`config.mk`:
```
export PLATFORM = sky130hd
export DESIGN_NAME = hvac_panel_frame_codec
export DESIGN_NICKNAME = d
export VERILOG_FILES = /design/src/hdl/hpfc_pkg.sv /design/src/hdl/hpfc_frame_decode.sv /design/src/hdl/hvac_panel_frame_codec.sv
export SDC_FILE = /design/constraint.sdc
export NUM_CORES = 1
export LEC_CHECK = 0
export ABC_AREA = 1
export ABC_CLOCK_PERIOD_IN_PS = 3570
export BUFFER_PORTS_ARGS = -buffer_cell sky130_fd_sc_hd__buf_2
export CORE_AREA = 4 4 125 127
export DETAILED_ROUTE_END_ITERATION = 12
export DIE_AREA = 0 0 129 131
export GPL_TIMING_DRIVEN = 0
export HOLD_SLACK_MARGIN = 0.12
export PLACE_DENSITY = 0.87
export RECOVER_POWER = 50
export SLEW_MARGIN = 20
export SYNTH_ARGS = -nofsm -noshare
export SYNTH_HDL_FRONTEND = slang
export SYNTH_SLANG_ARGS = --single-unit
```
`constraint.sdc`:
```
create_clock -name clk -period 3.57 [get_ports clk]
set_input_delay 0.5355 -clock clk [delete_from_list [all_inputs] [get_ports clk]]
set_output_delay 0.5355 -clock clk [all_outputs]
set_load 0.01 [all_outputs]
```
`src/hdl/hpfc_pkg.sv`:
```
`timescale 1ns / 1ps

package hpfc_pkg;

    // Packed widths of the stream words.
    localparam int S_TDATA_W = 16;
    localparam int S_TUSER_W = 2;
    localparam int M_TDATA_W = 72;
    localparam int TX_W      = 40;

    // Received frame bytes that take part in decoding (slots 0 to 4).
    localparam int FRAME_BYTES = 5;
    localparam logic [2:0] SLOT_LAST = 3'd5;

    typedef logic [FRAME_BYTES-1:0][7:0] frame_t;

    typedef enum logic [1:0] {
        CMD_RX_BYTE = 2'd0,
        CMD_BUTTON  = 2'd1,
        CMD_ROTARY  = 2'd2
    } cmd_t;

    typedef enum logic [2:0] {
        BTN_AUTO        = 3'd0,
        BTN_MODE        = 3'd1,
        BTN_AC          = 3'd2,
        BTN_FRONT_DEMIST = 3'd3,
        BTN_REAR_DEMIST = 3'd4,
        BTN_AIR_SOURCE  = 3'd5,
        BTN_OFF         = 3'd6,
        BTN_NONE        = 3'd7
    } button_t;

    // Frame header bytes.
    localparam logic [7:0] HDR_NORMAL  = 8'h0D;
    localparam logic [7:0] HDR_AMBIENT = 8'h0E;
    localparam logic [7:0] HDR_STOPPED = 8'h0F;

    localparam logic [2:0] FAN_CODE_OFF = 3'd7;

    // Transmit byte values.
    localparam logic [7:0] TX_IDLE      = 8'h80;
    localparam logic [7:0] TX_B4_BASE   = 8'hFC;
    localparam logic [7:0] TX_AUTO_B1   = 8'h82;
    localparam logic [7:0] TX_AUTO_B4   = 8'hFA;
    localparam logic [7:0] TX_MODE_B1   = 8'h90;
    localparam logic [7:0] TX_MODE_B4   = 8'hEC;
    localparam logic [7:0] TX_AC_B1     = 8'h84;
    localparam logic [7:0] TX_AC_B4     = 8'hF8;
    localparam logic [7:0] TX_FDM_B1    = 8'hA0;
    localparam logic [7:0] TX_FDM_B4    = 8'hDC;
    localparam logic [7:0] TX_RDM_B1    = 8'hC0;
    localparam logic [7:0] TX_RDM_B4    = 8'hBC;
    localparam logic [7:0] TX_SRC_B1    = 8'h88;
    localparam logic [7:0] TX_SRC_B4    = 8'hF4;
    localparam logic [7:0] TX_OFF_B1    = 8'h81;
    localparam logic [7:0] TX_OFF_B4    = 8'hFB;
    localparam logic [7:0] TX_OFF_B3    = 8'h90;
    localparam logic [7:0] TX_OFF_B4_IDLE = 8'hEC;
    localparam logic [7:0] TX_AMB_B2    = 8'hA0;
    localparam logic [7:0] TX_AMB_B4    = 8'hDC;
    localparam logic [7:0] TX_FAN_UP_B3 = 8'h90;
    localparam logic [7:0] TX_FAN_UP_B4 = 8'hEC;
    localparam logic [7:0] TX_FAN_DN_B3 = 8'hF0;
    localparam logic [7:0] TX_FAN_DN_B4 = 8'h8C;
    localparam logic [7:0] TX_TMP_UP_B3 = 8'h81;
    localparam logic [7:0] TX_TMP_UP_B4 = 8'hFB;
    localparam logic [7:0] TX_TMP_DN_B3 = 8'h87;
    localparam logic [7:0] TX_TMP_DN_B4 = 8'hF5;

    typedef struct packed {
        logic        running;
        logic        ambient;
        logic [2:0]  fan;
        logic [11:0] digits;
        logic [2:0]  cooling;
        logic [4:0]  airflow;
    } indicators_t;

endpackage

```
`src/hdl/hpfc_frame_decode.sv`:
```
`timescale 1ns / 1ps

// Decodes a completed receive frame into the panel indicator set and
// reports whether any indicator differs from the previous set.
module hpfc_frame_decode
(
    input  hpfc_pkg::frame_t      frame,
    input  hpfc_pkg::indicators_t old_ind,
    output hpfc_pkg::indicators_t new_ind,
    output logic                  changed
);
    import hpfc_pkg::*;

    logic [2:0] fan_code;
    logic [7:0] b4;
    logic       fd;
    logic       feet;
    logic       face;

    assign fan_code = frame[2][6:4];
    assign b4       = frame[4];

    always_comb
    begin
        // Front demist, feet and face hold when the code matches no pattern.
        fd   = old_ind.airflow[0];
        feet = old_ind.airflow[1];
        face = old_ind.airflow[2];
        if (b4[0] && b4[1])
        begin
            fd = 1'b0; feet = 1'b1; face = 1'b0;
        end
        else if (b4[0])
        begin
            if (!b4[2] && b4[6])
            begin
                fd = 1'b1; feet = 1'b1; face = 1'b0;
            end
            else if (b4[2])
            begin
                fd = 1'b1; feet = 1'b0; face = 1'b0;
            end
        end
        else if (!b4[1])
        begin
            fd = 1'b0; feet = 1'b0; face = 1'b1;
        end
        else
        begin
            fd = 1'b0; feet = 1'b1; face = 1'b1;
        end

        new_ind.running = (fan_code != FAN_CODE_OFF);
        new_ind.ambient = (frame[0] == HDR_AMBIENT);
        new_ind.fan     = (fan_code == FAN_CODE_OFF) ? 3'd0 : fan_code + 3'd1;
        new_ind.digits  = {frame[3][3:0], frame[2][3:0], frame[1][3:0]};
        new_ind.cooling = ~{frame[3][6], frame[3][5], frame[3][4]};
        new_ind.airflow = {b4[3], ~b4[5], face, feet, fd};
    end

    assign changed = (new_ind != old_ind);

endmodule

```
`src/hdl/hvac_panel_frame_codec.sv`:
```
`timescale 1ns / 1ps

// Channel   Direction  Word contents (lowest bit first)
// s_axis    in         tdata: rx_byte, button_code, fan_step, temp_step;
//                      tuser: command
// m_axis    out        tdata: display_changed, link_active, amp_running,
//                      ambient_shown, fan_level, temp_nibbles, cooling_flags,
//                      airflow_flags, tx_frame; tlast: frame_done
// cfg       in         data: tx_default_frame (byte 0 in the top bits)
//
// Every input word produces exactly one output word, loaded into the result
// register at the edge that accepts it; the block sustains one word per clock
// while m_axis is ready. The panel state is held in registers that update at
// the same accepting edge. s_tready stays high while the result register is
// empty or is being drained, so a stall on m_axis holds one result and then
// back-pressures s_axis. rst_n clears the state and m_tvalid asynchronously,
// not m_tdata or m_tlast. The config port is always ready and reloads tx_frame.
module hvac_panel_frame_codec
(
    input  logic                           clk,
    input  logic                           rst_n,
    // Input: [7:0] rx_byte, [10:8] button_code, [12:11] fan_step,
    // [14:13] temp_step, [15] zero.
    input  logic                           s_tvalid,
    output logic                           s_tready,
    input  logic [hpfc_pkg::S_TDATA_W-1:0] s_tdata,
    // Command: [1:0] command.
    input  logic [hpfc_pkg::S_TUSER_W-1:0] s_tuser,
    output logic                           m_tvalid,
    input  logic                           m_tready,
    // Result: [0] display_changed, [1] link_active, [2] amp_running,
    // [3] ambient_shown, [6:4] fan_level, [18:7] temp_nibbles,
    // [21:19] cooling_flags, [26:22] airflow_flags, [66:27] tx_frame,
    // [71:67] zero.
    output logic [hpfc_pkg::M_TDATA_W-1:0] m_tdata,
    // Frame done.
    output logic                           m_tlast,
    input  logic                           cfg_valid,
    output logic                           cfg_ready,
    input  logic [hpfc_pkg::TX_W-1:0]      cfg_data
);
    import hpfc_pkg::*;

    frame_t                 frame_reg;
    frame_t                 frame_next;
    logic [2:0]             slot_reg;
    logic [2:0]             slot_next;
    logic [2:0]             slot_inc;
    logic                   link_reg;
    logic                   link_next;
    indicators_t            ind_reg;
    indicators_t            ind_next;
    logic                   changed_reg;
    logic                   changed_next;
    logic                   amb_before_off_reg;
    logic                   amb_before_off_next;
    logic                   skip_rotary_reg;
    logic                   skip_rotary_next;
    logic [TX_W-1:0]        tx_reg;
    logic [TX_W-1:0]        tx_next;

    logic                   m_tvalid_reg;
    logic [M_TDATA_W-1:0]   m_tdata_reg;
    logic [M_TDATA_W-1:0]   m_tdata_next;
    logic                   m_tlast_reg;
    logic                   frame_done;

    indicators_t            dec_ind;
    logic                   dec_changed;

    logic                   accept;
    cmd_t                   cmd;
    logic [7:0]             rx_byte;
    button_t                button;
    logic [1:0]             fan_step;
    logic [1:0]             temp_step;

    assign s_tready  = !m_tvalid_reg || m_tready;
    assign accept    = s_tvalid && s_tready;
    assign cfg_ready = 1'b1;

    assign cmd       = cmd_t'(s_tuser);
    assign rx_byte   = s_tdata[7:0];
    assign button    = button_t'(s_tdata[10:8]);
    assign fan_step  = s_tdata[12:11];
    assign temp_step = s_tdata[14:13];
    assign slot_inc  = slot_reg + 3'd1;

    hpfc_frame_decode u_decode
    (
        .frame   (frame_reg),
        .old_ind (ind_reg),
        .new_ind (dec_ind),
        .changed (dec_changed)
    );

    always_comb
    begin
        frame_next          = frame_reg;
        slot_next           = slot_reg;
        link_next           = link_reg;
        ind_next            = ind_reg;
        changed_next        = changed_reg;
        amb_before_off_next = amb_before_off_reg;
        skip_rotary_next    = skip_rotary_reg;
        tx_next             = tx_reg;
        frame_done          = 1'b0;

        case (cmd)
            CMD_RX_BYTE:
            begin
                link_next = 1'b1;
                if (rx_byte == HDR_NORMAL || rx_byte == HDR_AMBIENT ||
                    rx_byte == HDR_STOPPED)
                begin
                    slot_next    = 3'd0;
                    frame_next[0] = rx_byte;
                end
                else if (slot_inc == SLOT_LAST)
                begin
                    // The closing byte itself is not used by the decode.
                    frame_done   = 1'b1;
                    ind_next     = dec_ind;
                    changed_next = dec_changed;
                    slot_next    = 3'd0;
                end
                else
                begin
                    slot_next = slot_inc;
                    for (int i = 1; i < FRAME_BYTES; i++)
                    begin
                        if (slot_inc == 3'(i))
                            frame_next[i] = rx_byte;
                    end
                end
            end

            CMD_BUTTON:
            begin
                tx_next[23:16] = TX_IDLE;
                tx_next[7:0]   = TX_B4_BASE;
                case (button)
                    BTN_AUTO:
                    begin
                        tx_next[31:24] = TX_AUTO_B1;
                        tx_next[7:0]   = TX_AUTO_B4;
                    end
                    BTN_MODE:
                    begin
                        tx_next[31:24] = TX_MODE_B1;
                        tx_next[7:0]   = TX_MODE_B4;
                    end
                    BTN_AC:
                    begin
                        tx_next[31:24] = TX_AC_B1;
                        tx_next[7:0]   = TX_AC_B4;
                    end
                    BTN_FRONT_DEMIST:
                    begin
                        tx_next[31:24] = TX_FDM_B1;
                        tx_next[7:0]   = TX_FDM_B4;
                    end
                    BTN_REAR_DEMIST:
                    begin
                        tx_next[31:24] = TX_RDM_B1;
                        tx_next[7:0]   = TX_RDM_B4;
                    end
                    BTN_AIR_SOURCE:
                    begin
                        tx_next[31:24] = TX_SRC_B1;
                        tx_next[7:0]   = TX_SRC_B4;
                    end
                    BTN_OFF:
                    begin
                        if (ind_reg.running)
                        begin
                            tx_next[31:24]      = TX_OFF_B1;
                            tx_next[7:0]        = TX_OFF_B4;
                            amb_before_off_next = ind_reg.ambient;
                        end
                        else
                        begin
                            // With the amplifier stopped, off drops an ambient
                            // display that was not on before the unit went off,
                            // and the next knob event is swallowed.
                            tx_next[15:8] = TX_OFF_B3;
                            tx_next[7:0]  = TX_OFF_B4_IDLE;
                            if (ind_reg.ambient && !amb_before_off_reg)
                            begin
                                ind_next.ambient = 1'b0;
                                tx_next[23:16]   = TX_AMB_B2;
                                tx_next[7:0]     = TX_AMB_B4;
                            end
                            skip_rotary_next = 1'b1;
                        end
                    end
                    default:
                    begin
                        tx_next[31:24] = TX_IDLE;
                    end
                endcase
            end

            CMD_ROTARY:
            begin
                if (skip_rotary_reg)
                begin
                    skip_rotary_next = 1'b0;
                end
                else
                begin
                    // The reserved step pattern counts as a step down.
                    tx_next[15:8] = TX_IDLE;
                    if (fan_step == 2'b01)
                    begin
                        tx_next[15:8] = TX_FAN_UP_B3;
                        tx_next[7:0]  = TX_FAN_UP_B4;
                    end
                    else if (fan_step[1])
                    begin
                        tx_next[15:8] = TX_FAN_DN_B3;
                        tx_next[7:0]  = TX_FAN_DN_B4;
                    end
                    if (temp_step == 2'b01)
                    begin
                        tx_next[15:8] = TX_TMP_UP_B3;
                        tx_next[7:0]  = TX_TMP_UP_B4;
                    end
                    else if (temp_step[1])
                    begin
                        tx_next[15:8] = TX_TMP_DN_B3;
                        tx_next[7:0]  = TX_TMP_DN_B4;
                    end
                end
            end

            default:
            begin
                // The unused command leaves every state register unchanged.
            end
        endcase

        m_tdata_next = {5'd0, tx_next, ind_next.airflow, ind_next.cooling,
                        ind_next.digits, ind_next.fan, ind_next.ambient,
                        ind_next.running, link_next, changed_next};
    end

    always_ff @(posedge clk or negedge rst_n)
    begin
        if (!rst_n)
        begin
            frame_reg          <= '0;
            slot_reg           <= 3'd0;
            link_reg           <= 1'b0;
            ind_reg            <= '0;
            changed_reg        <= 1'b0;
            amb_before_off_reg <= 1'b0;
            skip_rotary_reg    <= 1'b0;
        end
        else if (accept)
        begin
            frame_reg          <= frame_next;
            slot_reg           <= slot_next;
            link_reg           <= link_next;
            ind_reg            <= ind_next;
            changed_reg        <= changed_next;
            amb_before_off_reg <= amb_before_off_next;
            skip_rotary_reg    <= skip_rotary_next;
        end
    end

    // A configuration write reloads the transmit frame with the defaults.
    always_ff @(posedge clk or negedge rst_n)
    begin
        if (!rst_n)
            tx_reg <= '0;
        else if (cfg_valid)
            tx_reg <= cfg_data;
        else if (accept)
            tx_reg <= tx_next;
    end

    always_ff @(posedge clk or negedge rst_n)
    begin
        if (!rst_n)
            m_tvalid_reg <= 1'b0;
        else if (accept)
            m_tvalid_reg <= 1'b1;
        else if (m_tready)
            m_tvalid_reg <= 1'b0;
    end

    always_ff @(posedge clk)
    begin
        if (accept)
        begin
            m_tdata_reg <= m_tdata_next;
            m_tlast_reg <= frame_done;
        end
    end

    assign m_tvalid = m_tvalid_reg;
    assign m_tdata  = m_tdata_reg;
    assign m_tlast  = m_tlast_reg;

endmodule

```
==> impl_metrics.tcl, run 1 <==
set metrics [dict create \
    die-height_um 131 \
    clk_path_buf_depth 2 \
    mappedNetlistArea_mm2 0.00804 \
    postCtsResizedCells 0 \
    cts_sinks 173 \
    synth.avg_cell_area_um2 9.05 \
    hp-class "input pin to register" \
    final_util_pct 65.7 \
    synth_top_flop_cell "dfrtp_1" \
    rsz0062_at_grt "no" \
    grt.total_usage_pct 23.6 \
    cts_max_level 4 \
    grt_pass1_vias 6260 \
    netlist_instances 889 \
    finalSetupViolations 0 \
    final.fill_count 1197 \
    core_region_area_mm2 0.0144 \
    drcViolationCount 0 \
    r2r-start "m_tvalid$_DFFE_PN0P_" \
    cts_buffers 17 \
    portBuffers 130 \
    finalPower_mw 6.31 \
    via_per_inst 5.33 \
    power.switching_mw 2.07 \
    area_growth_pct 17.9 \
    critPathLaunchType "register" \
    violations "capacitance limit, slew limit" \
    finalHoldViolCount 0 \
    num_antenna_cells 0 \
    gp_congestion 0.925 \
    p_comb_share_pct 25.1 \
    synth_top_area_share_pct 32.7 \
    crit_path_top_delay_cell "clkbuf_4" \
    startpoint "m_tvalid$_DFFE_PN0P_" \
    max_cap_violations 1 \
    initial_core_util_pct 55.8 \
    drt-pass1-iter-count 6 \
    ys_types 41 \
    dr.first_iter.drc_count 581 \
    leakage_nw 4.39 \
    seqPwrFrac_pct 44.8 \
    ys_seq_elements 173 \
    p_int_mw 4.24 \
    max_slew_margin_pct -4.61 \
    rows 44 \
    root_buffer "clkbuf_16" \
    fin_crit_ps 2600 \
    required_ps 3700 \
    ys.warnings.count 0 \
    antenna_found_initial 0 \
    fin_nets 1118 \
    path_cells "nand2_1 -> nand2_1 -> inv_1 -> clkbuf_1 -> clkbuf_4 -> buf_12" \
    max_stage_delay_ps 660 \
    period_share_pct 72.7 \
    run_status "finished, violations left" \
    synthTopCellsByArea "dfrtp_1, edfxtp_1, nand2_1" \
    cpMostUsedCell "nand2_1" \
    drv_slew 59 \
    worst_slew_pin_slew_ps 1570 \
    io_pins 139 \
    drt_wl_total_um 19600 \
    worstPathArrival_ps 2720 \
    largest_reg_flops 67 \
    cts_tree "yes" \
    ant_nets 0 \
    placed_area_mm2 0.00899 \
    grt_overflow 0 \
    p_sw_share_pct 32.8 \
    ys_seq_area_share_pct 58.1 \
    hold_start "cfg_data[34]" \
    yosys.area.top_type "dfrtp_1" \
    async_reset_ff_share_pct 60.7 \
    ir_worst_vdd_mv 0.366 \
    clkPwrFrac_pct 30.0 \
    wl_per_cell_um 15.8 \
    vias 6619 \
    end_kind "register" \
    grt_pass1_wl_um 30900 \
    dp_hpwl_um 14000 \
    synth_edf_count 68 \
    die_x_um 129 \
    critical_path_peak_fanout 46 \
    grt_max_degree 60 \
    clock_skew_ps 9.66 \
    clk_pin_slew_worst_paths_ps 60 \
    die_area_mm2 0.0169 \
    max_freq_mhz 385 \
    worstSetupPathType "register to register" \
    tns_ps 0 \
    final_cell_area_mm2 0.00948 \
    clkLatencyLatePin_ps 430 \
    power_density_mw_per_mm2 666 \
    final_layout_size_suffix_gt1_share_pct 13.7 \
]
==> placed cells by master, fill, tap and decap left out, types with 9 or more instances in the layout <==
master     netlist  routed
a21oi_1         14      14
buf_2           11      67
buf_4            9       9
clkbuf_1         9      85
clkbuf_16        0      17
dfrtp_1        105     105
edfxtp_1        68      68
ha_1            10      10
inv_1          116     118
nand2_1        283     285
nand3_1         33      33
nor2_1          52      54
o211ai_1        20      20
o21ai_0         50      51
o21ai_1         24      24
o21ai_2         20      19
==> power groups by stage <==
| stage | combinational (mW) | clock (mW) | sequential (mW) |
|---|---|---|---|
| 5_1_grt | 1.81 | 1.99 | 2.88 |
| 3_5_place_dp | 1.60 | 0 | 2.85 |
| 3_3_place_gp | 1.53 | 0 | 2.84 |
| 4_1_cts | 1.62 | 1.91 | 2.82 |
| 6_report | 1.59 | 1.90 | 2.83 |
| 2_1_floorplan | 1.08 | 0 | 2.85 |
==> cell type report <==
class | count | area (um2) | share of cell area, %
multi-input cells | 566 | 2720 | 28.7
clock inverters | 11 | 143 | 1.50
inverters | 121 | 454 | 4.79
repair buffers | 133 | 621 | 6.55
plain buffers | 33 | 179 | 1.89
well taps | 184 | 230 | 2.43
clock buffers | 21 | 460 | 4.86
flip-flops and latches | 173 | 4670 | 49.3
==> layer usage <==
metal,routed length (um),GRT usage (%)
met1,8140,31.8
met4,477,9.57
met5,0,0
met2,9270,37.7
met3,1730,5.33
==> kinds of logic (layout without fill, tap and decap cells) <==
logic type	Yosys count	in the layout	synth area share, %
AOI/OAI and AO/OA	154	154	11.9
and+or+nand+nor	394	394	20.2
buffers and inverters	154	319	7.97
xor gates and xnor gates	2	2	0.218
adders and majority gates	10	10	1.56
DFF	173	173	58.1
other	2	6	0.0934
==> final timing paths <==
| check | end | slack, ps | depth (start not counted) |
|---|---|---|---|
| setup / recovery | m_tdata[43]$_DFFE_PP_ | 970 | 6 |
| hold / removal | tx_reg[34]$_DFFE_PN0P_ | 310 | 3 |
| setup reg to reg | m_tdata[43]$_DFFE_PP_ | 970 | 6 |
| hold reg to reg | m_tdata[59]$_DFFE_PP_ | 450 | 0 |
| max in group asynchronous | ind_reg[8]$_DFFE_PN0P_ | 1590 | 2 |
| min in group asynchronous | m_tvalid$_DFFE_PN0P_ | 1020 | 2 |
==> metrics by stage <==
step / cells / setup slack, ps / hold slack [ps]
2_1_floorplan: 893 / 76.7 / 240
3_3_place_gp: 1207 / -1110 / 428
3_5_place_dp: 1209 / 1190 / 439
4_1_cts: 1242 / 1420 / 297
5_1_grt: 1242 / 795 / 314
6_report: 1242 / 975 / 308
==> cell usage after synthesis (3+ instances only) <==
library cell,instances
o31ai_1,5
dfrtp_1,105
nor3_1,3
ha_1,10
nand2_2,3
nor2_4,5
o21ai_1,24
o21ai_0,50
clkbuf_1,9
buf_2,11
buf_4,9
nand2_1,283
inv_1,116
a22o_1,3
a21oi_1,14
inv_2,4
o21ai_2,20
o22ai_1,6
or2_2,4
nand3_1,33
nor2_1,52
a31oi_1,3
edfxtp_1,68
nand3_2,3
o211ai_1,20
==> worst max-delay path, delay by kind of cell, from the launching register on <==
family	cells	cell delay, ps
buffers and inverters	4	1560
DFF	1	380
and+or+nand+nor	2	330
==> repair_timing <==
item	in CTS	in global routing
setup buffers	0	0
hold buffers	1	0
hold endpoints to repair	58	0
(Power assumes the default switching activity.)
==> run 2, diff against run 1 <==
--- a/config.mk
+++ b/config.mk
@@ -6,7 +6,7 @@
 export NUM_CORES = 1
 export LEC_CHECK = 0
 export ABC_AREA = 1
-export ABC_CLOCK_PERIOD_IN_PS = 3570
+export ABC_CLOCK_PERIOD_IN_PS = 2500
 export BUFFER_PORTS_ARGS = -buffer_cell sky130_fd_sc_hd__buf_2
 export CORE_AREA = 4 4 125 127
 export DETAILED_ROUTE_END_ITERATION = 12
==> constraint.sdc (replaced) <==
create_clock -name clk -period 2.5 [get_ports clk]
set_input_delay 0.375 -clock clk [delete_from_list [all_inputs] [get_ports clk]]
set_output_delay 0.375 -clock clk [all_outputs]
set_load 0.01 [all_outputs]
==> impl_metrics.tcl, run 2 (synthesized netlist as in run 1, its figures left out) <==
set metrics [dict create \
    max_cap_violations 1 \
    rrSetupSlack_ps 310 \
    placed_area_mm2 0.00899 \
    hp-class "input pin to register" \
    final_layout_size_suffix_gt1_share_pct 14.3 \
    clkLatencyLatePin_ps 430 \
    holdPathEnd "tx_reg[33]$_DFFE_PN0P_" \
    initial_core_util_pct 55.8 \
    p_comb_share_pct 26.1 \
    seqCellArea_mm2 0.00467 \
    critPathLaunchType "register" \
    final_util_pct 65.5 \
    p_sw_share_pct 34.2 \
    dr.first_iter.drc_count 764 \
    drcViolationCount 0 \
    critical_path_peak_fanout 43 \
    portBuffers 130 \
    worst_slew_pin_slew_ps 1580 \
    place_inst 1209 \
    drt-pass1-iter-count 6 \
    antenna_found_initial 0 \
    holdPathStages 3 \
    wl_per_cell_um 16.3 \
    reg2reg_to "m_tdata[10]$_DFFE_PP_" \
    via_per_inst 5.43 \
    timing.final.ws_setup_ps 313 \
    power.switching_mw 3.02 \
    num_antenna_cells 0 \
    max_freq_mhz 457 \
    grt.total_usage_pct 24.4 \
    gp_congestion 0.932 \
    cts_hold_buf 1 \
    die_area_mm2 0.0169 \
    grt_overflow 0 \
    rsz0062_at_grt "no" \
    mostFrequentLayoutCell "nand2_1" \
    clk_pin_slew_worst_paths_ps 60 \
    r2r-start "m_tvalid$_DFFE_PN0P_" \
    finalPower_mw 8.84 \
    postCtsSetupBuffers 0 \
    io_pins 139 \
    clk_path_buf_depth 2 \
    die-height_um 131 \
    largest_reg_flops 67 \
    cts_tree "yes" \
    area_growth_pct 17.4 \
    vias 6740 \
    cts_sinks 173 \
    clkPwrFrac_pct 28.1 \
    drt_wl_total_um 20200 \
    rows 44 \
    core_region_area_mm2 0.0144 \
    dp_hpwl_um 14200 \
    max_slew_margin_pct -5.51 \
    die_x_um 129 \
    finalHoldViolCount 0 \
    multiInputGateArea_mm2 0.00274 \
    layout_common_cells "nand2_1, inv_1, dfrtp_1" \
    required_ps 2610 \
    ant_nets 0 \
    run_status "finished, violations left" \
    worstSetupPathType "register to register" \
    grt_pass1_wl_um 31800 \
    p_int_mw 5.81 \
    grt_pass1_vias 6644 \
    postCtsResizedCells 0 \
    final.fill_count 1173 \
    seqPwrFrac_pct 45.8 \
    pre_cts_slack_ps 270 \
    reg2reg_depth 6 \
    hold_start "cfg_data[33]" \
    power_density_mw_per_mm2 936 \
    leakage_nw 4.37 \
    final_cell_area_mm2 0.00944 \
    period_share_pct 87.5 \
    fin_crit_ps 2190 \
    cts_buffers 17 \
    end_kind "register" \
    grt_max_degree 64 \
    clock_skew_ps 7.40 \
    ir_worst_vdd_mv 0.601 \
    root_buffer "clkbuf_16" \
    worstPathArrival_ps 2300 \
    finalSetupViolations 0 \
    cts_max_level 4 \
    violations "capacitance limit, slew limit" \
    final-instance-count-excl-fill 1242 \
    drv_slew 63 \
    fin_nets 1118 \
]
run 2: cell count changes in the layout (fill, tap and decap cells not counted), moves of 2 or more:
cell        previous run  this run
clkinvlp_4             1         4
clkbuf_8               2         0
clkbuf_1              85        83
bufinv_16              3         1
inv_6                  1         3
run 2: routing by layer:
layer	vias up	global-route usage (%)	share of wire [%]
li1	3171	-	-
met1	3151	31.4	40
met2	354	39.8	48
met3	64	5.57	8.7
met4	0	11.1	3.4
met5	-	0	0
run 2: through the flow:
stage | hold slack (ps) | TNS [ps]
6_report | 158 | 0
5_1_grt | 153 | 0
4_1_cts | 142 | 0
3_5_place_dp | 396 | 0
3_3_place_gp | 428 | -42960
2_1_floorplan | 79.4 | 0
run 2: layout make-up:
class                   instances  share of cell area [%]
plain buffers                  33                    1.99
clock buffers                  19                    4.59
clock inverters                13                    1.25
inverters                     121                    4.81
multi-input cells             566                    29.0
flip-flops and latches        173                    49.5
well taps                     184                    2.44
repair buffers                133                    6.49
run 2: how the worst max path moves through the flow:
| stage | from | end | cells after the start |
|---|---|---|---|
| after floorplan | m_tvalid$_DFFE_PN0P_ | m_tdata[0]$_DFFE_PP_ | 5 |
| after global placement | m_tready | ind_reg[22]$_DFFE_PN0P_ | 8 |
| final | m_tvalid$_DFFE_PN0P_ | m_tdata[10]$_DFFE_PP_ | 6 |
| after global routing | m_tvalid$_DFFE_PN0P_ | m_tdata[10]$_DFFE_PP_ | 6 |
| after detailed placement | m_tready | m_tdata[7]$_DFFE_PP_ | 8 |
| after CTS | m_tvalid$_DFFE_PN0P_ | m_tdata[10]$_DFFE_PP_ | 6 |
run 2: power groups by stage:
stage          Clock (mW)  Sequential [mW]  Combinational (mW)
2_1_floorplan           0             4.06                1.54
6_report             2.49             4.04                2.31
5_1_grt              2.63             4.11                2.61
3_3_place_gp            0             4.04                2.18
4_1_cts              2.51             4.03                2.34
3_5_place_dp            0             4.07                2.29
run 2: worst max-delay path, stage by stage, from the launching register on:
cell	delay, ps
dfrtp_1	390
nand2_1	200
nand2_2	170
inv_1	130
buf_6	160
clkbuf_4	490
buf_12	310
